<file path="src/rtl/line_codec_8b10b_macros.svh">
// ----------------------------------------------------------------------------
// line_codec_8b10b_macros
// assertion macros shared by the 8b/10b codec
// ----------------------------------------------------------------------------
`ifndef LINE_CODEC_8B10B_MACROS_SVH
`define LINE_CODEC_8B10B_MACROS_SVH

// checked property, quiet while reset is asserted
`define LC_ASSERT(lbl, prop, msg) \
	lbl: assert property (@(posedge clk) disable iff (!arst_n) prop) else $error(msg);

// checked property, also sampled during reset
`define LC_ASSERT_ALWAYS(lbl, prop, msg) \
	lbl: assert property (@(posedge clk) prop) else $error(msg);

`endif

</file>
<file path="src/rtl/lc8b10b_pkg.sv">
// ----------------------------------------------------------------------------
// lc8b10b_pkg
// code tables and shared types for the 8b/10b codec
// ----------------------------------------------------------------------------
`timescale 1ns / 1ps

package lc8b10b_pkg;

	localparam logic [5:0] SIX_RDM [0:31] = '{
		6'h27, 6'h1D, 6'h2D, 6'h31, 6'h35, 6'h29, 6'h19, 6'h38,
		6'h39, 6'h25, 6'h15, 6'h34, 6'h0D, 6'h2C, 6'h1C, 6'h17,
		6'h1B, 6'h23, 6'h13, 6'h32, 6'h0B, 6'h2A, 6'h1A, 6'h3A,
		6'h33, 6'h26, 6'h16, 6'h36, 6'h0E, 6'h2E, 6'h1E, 6'h2B
	};

	localparam logic [5:0] SIX_RDP [0:31] = '{
		6'h18, 6'h22, 6'h12, 6'h31, 6'h0A, 6'h29, 6'h19, 6'h07,
		6'h06, 6'h25, 6'h15, 6'h34, 6'h0D, 6'h2C, 6'h1C, 6'h28,
		6'h24, 6'h23, 6'h13, 6'h32, 6'h0B, 6'h2A, 6'h1A, 6'h05,
		6'h0C, 6'h26, 6'h16, 6'h09, 6'h0E, 6'h11, 6'h21, 6'h14
	};

	localparam logic [3:0] FOUR_RDM [0:7] = '{
		4'hB, 4'h9, 4'h5, 4'hC, 4'hD, 4'hA, 4'h6, 4'hE
	};

	localparam logic [3:0] FOUR_RDP [0:7] = '{
		4'h4, 4'h9, 4'h5, 4'h3, 4'h2, 4'hA, 4'h6, 4'h1
	};

	localparam logic MODE_ENCODE = 1'b0;
	localparam logic MODE_DECODE = 1'b1;

	typedef struct packed {
		logic [9:0] code;
		logic       rd;
	} enc_res_t;

	typedef struct packed {
		logic [7:0] data;
		logic       err;
	} dec_res_t;

endpackage

</file>
<file path="src/rtl/line_codec_8b10b.sv">
// ----------------------------------------------------------------------------
// line_codec_8b10b
// 8b/10b data codec: encode with running disparity, decode with error flag
// ----------------------------------------------------------------------------
//  channel   handshake             payload
//  request   req_valid/req_stall   mode, data_byte, code_word
//  result    res_valid/res_stall   code_out, data_out, decode_error,
//                                  disparity_positive
//
// one request per clock while res_stall does not hold the result register; a
// request passes input register, table logic and result register in turn
// the single disparity bit is updated as an encode request moves into the result
// register, so consecutive requests see it in order
// arst_n clears both valid flags and sets the running disparity negative
// res_stall holds the result register and backs up into req_stall
// ----------------------------------------------------------------------------
`timescale 1ns / 1ps

`include "line_codec_8b10b_macros.svh"

module line_codec_8b10b (
	input  logic       clk,
	input  logic       arst_n,
	input  logic       req_valid,
	output logic       req_stall,
	input  logic       mode,
	input  logic [7:0] data_byte,
	input  logic [9:0] code_word,
	output logic       res_valid,
	input  logic       res_stall,
	output logic [9:0] code_out,
	output logic [7:0] data_out,
	output logic       decode_error,
	output logic       disparity_positive
);

	logic                   valid_s1;
	logic                   mode_s1;
	logic [7:0]             byte_s1;
	logic [9:0]             word_s1;
	logic                   res_valid_q;
	logic [9:0]             code_q;
	logic [7:0]             data_q;
	logic                   err_q;
	logic                   rdout_q;
	logic                   rd_q;
	logic                   out_free;
	logic                   advance;
	logic                   load_s1;
	lc8b10b_pkg::enc_res_t  enc_res;
	lc8b10b_pkg::dec_res_t  dec_res;

	assign out_free  = !res_valid_q || !res_stall;
	assign advance   = valid_s1 && out_free;
	assign req_stall = valid_s1 && !out_free;
	assign load_s1   = req_valid && !req_stall;

	// input register
	always_ff @(posedge clk or negedge arst_n) begin
		if (!arst_n) begin
			valid_s1 <= 1'b0;
		end else if (load_s1 || advance) begin
			valid_s1 <= load_s1;
		end
	end

	always_ff @(posedge clk) begin
		if (load_s1) begin
			mode_s1 <= mode;
			byte_s1 <= data_byte;
			word_s1 <= code_word;
		end
	end

	lc8b10b_enc u_enc (
		.rd_in     (rd_q),
		.data_byte (byte_s1),
		.res       (enc_res)
	);

	lc8b10b_dec u_dec (
		.code_word (word_s1),
		.res       (dec_res)
	);

	// running disparity and result register
	always_ff @(posedge clk or negedge arst_n) begin
		if (!arst_n) begin
			res_valid_q <= 1'b0;
			rd_q        <= 1'b0;
		end else begin
			if (out_free) begin
				res_valid_q <= valid_s1;
			end
			if (advance && mode_s1 == lc8b10b_pkg::MODE_ENCODE) begin
				rd_q <= enc_res.rd;
			end
		end
	end

	always_ff @(posedge clk) begin
		if (advance) begin
			if (mode_s1 == lc8b10b_pkg::MODE_ENCODE) begin
				code_q  <= enc_res.code;
				data_q  <= 8'd0;
				err_q   <= 1'b0;
				rdout_q <= enc_res.rd;
			end else begin
				code_q  <= 10'd0;
				data_q  <= dec_res.data;
				err_q   <= dec_res.err;
				rdout_q <= rd_q;
			end
		end
	end

	assign res_valid          = res_valid_q;
	assign code_out           = code_q;
	assign data_out           = data_q;
	assign decode_error       = err_q;
	assign disparity_positive = rdout_q;

	`LC_ASSERT(a_err_no_data, res_valid && decode_error |-> data_out == 8'd0, "error with data")
	`LC_ASSERT(a_dec_keeps_rd, advance && mode_s1 == lc8b10b_pkg::MODE_DECODE |=> rd_q == $past(rd_q), "decode moved disparity")
	`LC_ASSERT(a_enc_rd_out, advance && mode_s1 == lc8b10b_pkg::MODE_ENCODE |=> disparity_positive == rd_q, "disparity mismatch")
	`LC_ASSERT_ALWAYS(a_stall_needs_s1, req_stall |-> valid_s1, "stall with empty stage")

endmodule

</file>
<file path="src/rtl/lc8b10b_enc.sv">
// ----------------------------------------------------------------------------
// lc8b10b_enc
// data byte to ten-bit symbol, with running disparity update
// ----------------------------------------------------------------------------
`timescale 1ns / 1ps

module lc8b10b_enc (
	input  logic                    rd_in,
	input  logic [7:0]              data_byte,
	output lc8b10b_pkg::enc_res_t   res
);

	logic [4:0] lo;
	logic [2:0] hi;
	logic [5:0] s6;
	logic [3:0] s4;
	logic [2:0] ones6;
	logic [2:0] ones4;
	logic       rd_mid;
	logic       rd_end;

	assign lo = data_byte[4:0];
	assign hi = data_byte[7:5];

	always_comb begin
		s6 = rd_in ? lc8b10b_pkg::SIX_RDP[lo] : lc8b10b_pkg::SIX_RDM[lo];
		ones6 = 3'(s6[0]) + 3'(s6[1]) + 3'(s6[2]) + 3'(s6[3]) + 3'(s6[4]) + 3'(s6[5]);
		if (ones6 > 3'd3) begin
			rd_mid = 1'b1;
		end else if (ones6 < 3'd3) begin
			rd_mid = 1'b0;
		end else begin
			rd_mid = rd_in;
		end
		s4 = rd_mid ? lc8b10b_pkg::FOUR_RDP[hi] : lc8b10b_pkg::FOUR_RDM[hi];
		ones4 = 3'(s4[0]) + 3'(s4[1]) + 3'(s4[2]) + 3'(s4[3]);
		if (ones4 > 3'd2) begin
			rd_end = 1'b1;
		end else if (ones4 < 3'd2) begin
			rd_end = 1'b0;
		end else begin
			rd_end = rd_mid;
		end
	end

	assign res.code = {s6, s4};
	assign res.rd   = rd_end;

endmodule

</file>
<file path="src/rtl/lc8b10b_dec.sv">
// ----------------------------------------------------------------------------
// lc8b10b_dec
// ten-bit symbol to data byte, either disparity form, invalid flag
// ----------------------------------------------------------------------------
`timescale 1ns / 1ps

module lc8b10b_dec (
	input  logic [9:0]              code_word,
	output lc8b10b_pkg::dec_res_t   res
);

	logic [4:0] v6;
	logic [2:0] v4;
	logic       ok6;
	logic       ok4;

	always_comb begin
		v6  = '0;
		ok6 = 1'b0;
		for (int i = 0; i < 32; i++) begin
			if (!ok6 && (lc8b10b_pkg::SIX_RDM[i] == code_word[9:4] ||
				lc8b10b_pkg::SIX_RDP[i] == code_word[9:4])) begin
				ok6 = 1'b1;
				v6  = 5'(i);
			end
		end
	end

	always_comb begin
		v4  = '0;
		ok4 = 1'b0;
		for (int j = 0; j < 8; j++) begin
			if (!ok4 && (lc8b10b_pkg::FOUR_RDM[j] == code_word[3:0] ||
				lc8b10b_pkg::FOUR_RDP[j] == code_word[3:0])) begin
				ok4 = 1'b1;
				v4  = 3'(j);
			end
		end
	end

	assign res.err  = !(ok6 && ok4);
	assign res.data = (ok6 && ok4) ? {v4, v6} : 8'd0;

endmodule
</file>
<file path="config.mk">
export PLATFORM = sky130hd
export DESIGN_NAME = line_codec_8b10b
export DESIGN_NICKNAME = d
export VERILOG_FILES = /design/src/rtl/lc8b10b_pkg.sv /design/src/rtl/line_codec_8b10b.sv /design/src/rtl/lc8b10b_enc.sv /design/src/rtl/lc8b10b_dec.sv
export VERILOG_INCLUDE_DIRS = /design/src /design/src/rtl
export SDC_FILE = /design/constraint.sdc
export NUM_CORES = 1
export LEC_CHECK = 0
export BUFFER_PORTS_ARGS = -buffer_cell sky130_fd_sc_hd__buf_2
export CAP_MARGIN = 25
export CORE_MARGIN = 4
export CORE_UTILIZATION = 49
export CTS_CLUSTER_SIZE = 40
export DETAILED_ROUTE_END_ITERATION = 8
export PLACE_DENSITY_LB_ADDON = 0.15
export RECOVER_POWER = 100
export SYNTH_ARGS = -nofsm -noshare
export SYNTH_HDL_FRONTEND = slang
export SYNTH_HIERARCHICAL = 1
export SYNTH_SLANG_ARGS = --single-unit
</file>
<file path="constraint.sdc">
create_clock -name clk -period 6 [get_ports clk]
set_clock_uncertainty 0.05 [all_clocks]
set_input_delay 0.3 -clock clk [delete_from_list [all_inputs] [get_ports clk]]
set_output_delay 0.3 -clock clk [all_outputs]
set_load 0.01 [all_outputs]
</file>
==> results of run 1 <==
## worst max-delay path, delay by kind of cell (launching register included)
family | cells | cell delay [ps]
fa+ha+maj | 8 | 2820
mux | 4 | 1320
flops | 1 | 430
compound gates | 2 | 360
simple gates | 2 | 290
buf+inv | 2 | 190
xor+xnor | 1 | 150
## cell families after synthesis
logic type	after synthesis	synth area share, %
muxes	12	5.40
and+or+nand+nor	106	18.8
AOI/OAI and AO/OA	88	19.6
buffers and inverters	37	6.87
DFF	42	39.6
xor gates and xnor gates	10	2.78
adders and majority gates	15	6.91
## cell type report
type | instances | area (um^2)
timing repair buffer | 66 | 355
inverter | 12 | 45.0
tap | 75 | 93.8
clock buffer | 5 | 68.8
multi-input combinational | 231 | 1730
clock inverter | 3 | 16.3
sequential | 42 | 1250
fill | 543 | 2500
## state kept, by name, summed over array words and instances, names as in the netlist
signal and cells:
byte_s1 8, code_out 10, data_out 8, decode_error 1
disparity_positive 1, mode_s1 1, rd_q 1, res_valid 1
valid_s1 1, word_s1 10
## report_power, final
| group | switching, mW | internal [mW] | total, mW |
|---|---|---|---|
| clock | 0.0996 | 0.0797 | 0.179 |
| combinational | 0.383 | 0.395 | 0.779 |
| sequential | 0.0483 | 0.374 | 0.422 |
| total | 0.531 | 0.849 | 1.38 |
## cell usage in the layout (no fill, tap or decap), drive strengths merged, types with 5 or more instances in the layout
master and instances:
o22ai 5, clkbuf 29, nand3 8, nand3b 5, xor2 5, buf 41, a31oi 6, nor2 18
and2 13, nand2b 10, a211oi 7, o21ai 20, nor2b 13, xnor2 5, edfxtp 39, nand2 18
mux2i 5, ha 11, inv 12, a21oi 20
## stage by stage
step	setup slack (ps)	hold slack [ps]	TNS [ps]	power (mW)
floorplan	37.5	-45.6	0	0.952
global route	-34.9	104	-34.9	1.50
global placement	93.1	52.5	0	1.06
finish	154	126	0	1.38
detailed placement	-93.8	52.6	-93.8	1.09
CTS	14.4	113	0	1.29
## layer usage
metal / share of wire [%] / wire length, um / GRT usage [%]
met5: 0 / 0 / 0
met4: 1.7 / 113 / 7.42
met3: 6.1 / 408 / 3.86
met2: 48 / 3220 / 27.7
met1: 44 / 2920 / 23.4
## timing repair
| action | CTS | global route |
|---|---|---|
| pin swaps | 0 | 3 |
| hold buffers | 1 | 0 |
| gates resized for setup | 1 | 6 |
| endpoints found under the setup margin | 1 | 2 |
| gates cloned | 0 | 0 |
| endpoints found under the hold margin | 3 | 0 |
| buffers inserted | 3 | 6 |
## worst max-delay path by stage
stage | startpoint | end | slack [ps] | cells after the start
floorplan | byte_s1[1]$_DFFE_PP_ | disparity_positive$_DFFE_PP_ | 40 | 20
global placement | byte_s1[1]$_DFFE_PP_ | disparity_positive$_DFFE_PP_ | 90 | 19
detailed placement | byte_s1[1]$_DFFE_PP_ | disparity_positive$_DFFE_PP_ | -90 | 19
CTS | byte_s1[1]$_DFFE_PP_ | disparity_positive$_DFFE_PP_ | 10 | 19
global route | byte_s1[1]$_DFFE_PP_ | disparity_positive$_DFFE_PP_ | -30 | 21
finish | byte_s1[0]$_DFFE_PP_ | disparity_positive$_DFFE_PP_ | 150 | 19
==> qor.yml, run 1 <==
status: "completed"
die_area_um2: 7770
fin_nets: 396
path_common_cell: "fa_1"
synth_top_area_share_pct: 37.2
hold_viol: 0
dpl.hpwl_um: 4560
relSlewSlack_pct: 11.8
rr_startpoint: "byte_s1[0]$_DFFE_PP_"
fp-row-count: 28
hold_path_end: "word_s1[3]$_DFFE_PP_"
drv_slew: 0
setup_viol: 0
worstSkewPairLatency_ps: 290
syn_nets: 348
peakVddDrop_uv: 228
start_kind: "flop"
reg2reg_depth: 19
worst_slew_pin_slew_ps: 1320
layout-drive-gt1-share_pct: 19.8
fin_cells: 434
cts_made_buffers: 5
vias: 2510
maxCapViolCount: 0
dp_cells: 415
crit_arrival_ps: 5850
port_buffers: 44
async_flop_share_pct: 7.14
place_congestion: 0.835
design_area_um2: 3560
clockBufferDepth: 2
slowest_stage: "fa_1"
hp-class: "primary input to flop"
grt_pass1_wl_um: 10700
yosysSeqAreaShare_pct: 39.6
netlist_instances: 310
start_util_pct: 52.0
yosys-top-cells-area: "edfxtp_1 (37%), ha_1 (4.4%), a21oi_1 (3.2%), nor2b_1 (2.6%), fa_1 (2.5%)"
path_max_fanout: 5
globalRouteOverflowTotal: 0
syn_area_um2: 3150
syn2layout_area_growth_pct: 13.0
ant_nets: 0
n_antenna_cell: 0
drc_errors: 0
ys_warn_count: 6
synth_common_cells: "edfxtp_1 (39), a21oi_1 (20), nand2_1 (18), nor2_1 (18), o21ai_0 (14)"
gr-usage-all-layers_pct: 17.6
final.period_utilization_pct: 97.4
synth_most_common_cell: "edfxtp_1"
utilization_pct: 58.7
ys.flop_type: "edfxtp_1"
grt_max_degree: 28
ios: 45
required_ps: 6000
max_freq_mhz: 171
core-area_um2: 6060
powerDensity_nw_per_um2: 388
ys_types: 67
place_area_um2: 3390
worstPathCellList: "inv_2 -> ha_4 -> mux4_2 -> mux4_2 -> fa_1 -> fa_1 -> ha_1 -> fa_1 -> a31oi_4 -> nand2b_4 -> mux2i_4 -> xnor2_1 -> fa_1 -> inv_1 -> ha_1 -> ha_1 -> nor2_1 -> a31oi_1 -> mux2_4"
leakage_nw: 1.36
hold_path.startpoint: "code_word[3]"
antenna_found_initial: 0
fin_crit_ps: 5850
cts_tree: "built"
drt_first_pass_iters: 5
htree_levels: 2
die_y_um: 88.2
synth_edf_count: 39
synth_seq_cells: 42
wl_um: 6650
rrSetupSlack_ps: 150
clkTransAtPathRegs_ps: 80
endpoint_kind: "flop"
syn_avg_cell_area_um2: 10.2
max_stage_delay_ps: 570
synth_top_area_cell: "edfxtp_1"
hold_depth: 1
die_w_um: 88.2
vias_per_cell: 5.78
first_global_vias: 2270
cts_sinks: 42
drtIter0Drc: 237
rr_endpoint: "disparity_positive$_DFFE_PP_"
crit_type: "flop to flop"
cts-root-buf: "clkbuf_8"
wire_per_inst_um: 15.3
(Power assumes the default switching activity.)
==> run 2, diff against run 1 <==
--- a/config.mk
+++ b/config.mk
@@ -18,3 +18,2 @@
 export SYNTH_HDL_FRONTEND = slang
-export SYNTH_HIERARCHICAL = 1
 export SYNTH_SLANG_ARGS = --single-unit
==> constraint.sdc (replaced) <==
create_clock -name clk -period 6 [get_ports clk]
set_clock_uncertainty 0.05 [all_clocks]
set_input_delay 0.6 -clock clk [delete_from_list [all_inputs] [get_ports clk]]
set_output_delay 0.6 -clock clk [all_outputs]
set_load 0.01 [all_outputs]
==> qor.yml, run 2 <==
clockBufferDepth: 2
cts_tree: "built"
final.period_utilization_pct: 95.2
power_mw: 1.11
first_global_vias: 2215
required_ps: 6080
worstSkewPairLatency_ps: 300
dp_cells: 406
syn_nets: 344
cts_made_buffers: 5
vias: 2433
cts-root-buf: "clkbuf_8"
synth_top_area_cell: "edfxtp_1"
status: "completed"
syn2layout_area_growth_pct: 7.89
yosys-top-cells-area: "edfxtp_1 (38%), ha_1 (3.2%), mux2i_1 (3.2%), o21ai_0 (3.1%), nand2_1 (2.8%)"
leakage_nw: 1.24
yosysSeqAreaShare_pct: 40.1
layout-drive-gt1-share_pct: 16.0
die_y_um: 87.6
clkTransAtPathRegs_ps: 80
die_w_um: 87.6
n_antenna_cell: 0
synth_edf_count: 39
async_flop_share_pct: 7.14
ant_nets: 0
synth_seq_cells: 42
htree_levels: 2
netlist_instances: 309
grt_use_met1_pct: 24.4
ctsHoldBuffers: 0
relSlewSlack_pct: 9.93
fin_nets: 377
hp-class: "primary input to asynchronous set/reset pin"
port_buffers: 44
peakVddDrop_uv: 237
synth_top_area_share_pct: 37.7
ys_types: 72
drc_errors: 0
syn_area_um2: 3110
dpl.hpwl_um: 4390
layout_common_cells: "edfxtp_1 (39), nand2_1 (23), clkbuf_1 (23), buf_2 (21), o21ai_0 (19)"
core-area_um2: 6030
grt_max_degree: 27
top_usage_layer: "met2"
worst_slew_pin_slew_ps: 1350
drt_first_pass_iters: 4
use_met2_pct: 26.8
wire_per_inst_um: 15.3
grt_pass1_wl_um: 10600
gr-usage-all-layers_pct: 17.2
drv_slew: 0
fin_hold_ws_ps: 41.2
endpoint_kind: "flop"
place_congestion: 0.858
fin_ws_ps: 287
fin_crit_ps: 5710
crit_type: "flop to flop"
fin_setup_tns_ps: 0
hold_viol: 0
fin_cells: 418
synth_common_cells: "edfxtp_1 (39), nand2_1 (23), o21ai_0 (19)"
cts_sinks: 42
post-place-ws_ps: 223
design_area_um2: 3350
vias_per_cell: 5.82
wl_um: 6400
crit_arrival_ps: 5790
ys.flop_type: "edfxtp_1"
setup_viol: 0
globalRouteOverflowTotal: 0
syn_avg_cell_area_um2: 10.1
die_area_um2: 7680
met3_usage_pct: 3.39
start_util_pct: 51.6
fp-row-count: 28
synth_most_common_cell: "edfxtp_1"
start_kind: "flop"
powerDensity_nw_per_um2: 332
final_common_cell: "edfxtp_1"
drtIter0Drc: 128
place_area_um2: 3270
ys_warn_count: 0
maxCapViolCount: 0
max_freq_mhz: 175
path_max_fanout: 8
antenna_found_initial: 0
utilization_pct: 55.6
ios: 45
## run 2: changes by cell type after synthesis, moves of 5 or more
cell,delta
and2_1,-7
o211ai_1,+5
nor2_1,-6
nand2_1,+5
mux2i_1,+5
a21oi_1,-8
o21ai_0,+5
## run 2: kinds of logic (layout without fill, tap and decap cells)
logic type | after synthesis | after routing | share of synthesized area (%)
xor+xnor | 7 | 7 | 1.97
buf+inv | 43 | 77 | 7.77
compound gates | 99 | 99 | 23.5
flops | 42 | 42 | 40.1
mux | 12 | 12 | 3.95
fa+ha+maj | 12 | 12 | 5.80
simple gates | 94 | 94 | 16.9
## run 2: power by group
part	internal, mW	switching, mW
registers	0.370	0.0384
logic	0.239	0.282
clock network	0.0798	0.104
total	0.689	0.424
## run 2: path summary, 6_finish.rpt
| path | slack [ps] | start | end | cells after the start |
|---|---|---|---|---|
| max in group asynchronous | 5710 | arst_n | res_valid$_DFFE_PN0P_ | 1 |
| setup reg to reg | 290 | byte_s1[0]$_DFFE_PP_ | disparity_positive$_DFFE_PP_ | 21 |
| hold / removal | 40 | arst_n | valid_s1$_DFFE_PN0P_ | 1 |
| setup / recovery | 290 | byte_s1[0]$_DFFE_PP_ | disparity_positive$_DFFE_PP_ | 21 |
| hold reg to reg | 460 | valid_s1$_DFFE_PN0P_ | res_valid$_DFFE_PN0P_ | 1 |
| min in group clk | 420 | data_byte[0] | byte_s1[0]$_DFFE_PP_ | 1 |
## run 2: cell type report
type / instances / area [um^2]
Clock buffer: 5 / 68.8
Clock inverter: 3 / 16.3
Fill cell: 569 / 2670
Inverter: 17 / 67.6
Multi-Input combinational cell: 224 / 1610
Sequential cell: 42 / 1250
Tap cell: 75 / 93.8
Timing Repair Buffer: 52 / 251
## run 2: worst max-delay path, cell delays in order (launching register included)
cell	delay, ps
edfxtp_1	430
inv_1	130
ha_2	410
mux2i_1	120
and2_1	190
o311ai_1	360
o31a_1	220
ha_1	130
inv_1	50
fa_1	470
inv_1	50
fa_1	400
fa_1	490
a31oi_4	270
mux2i_2	280
xor2_1	110
ha_1	280
inv_1	40
fa_1	380
ha_1	280
and4b_1	220
o31ai_1	190
## run 2: routing by layer
metal,routed length [um],part of all wire (%)
met5,0,0
met4,48,0.75
met3,377,5.9
met2,2990,47
met1,2990,47
## run 2: repair_timing
action	4_1_cts	5_1_grt
resized for setup	0	4
setup buffers	0	4
endpoints found under the setup margin	0	2
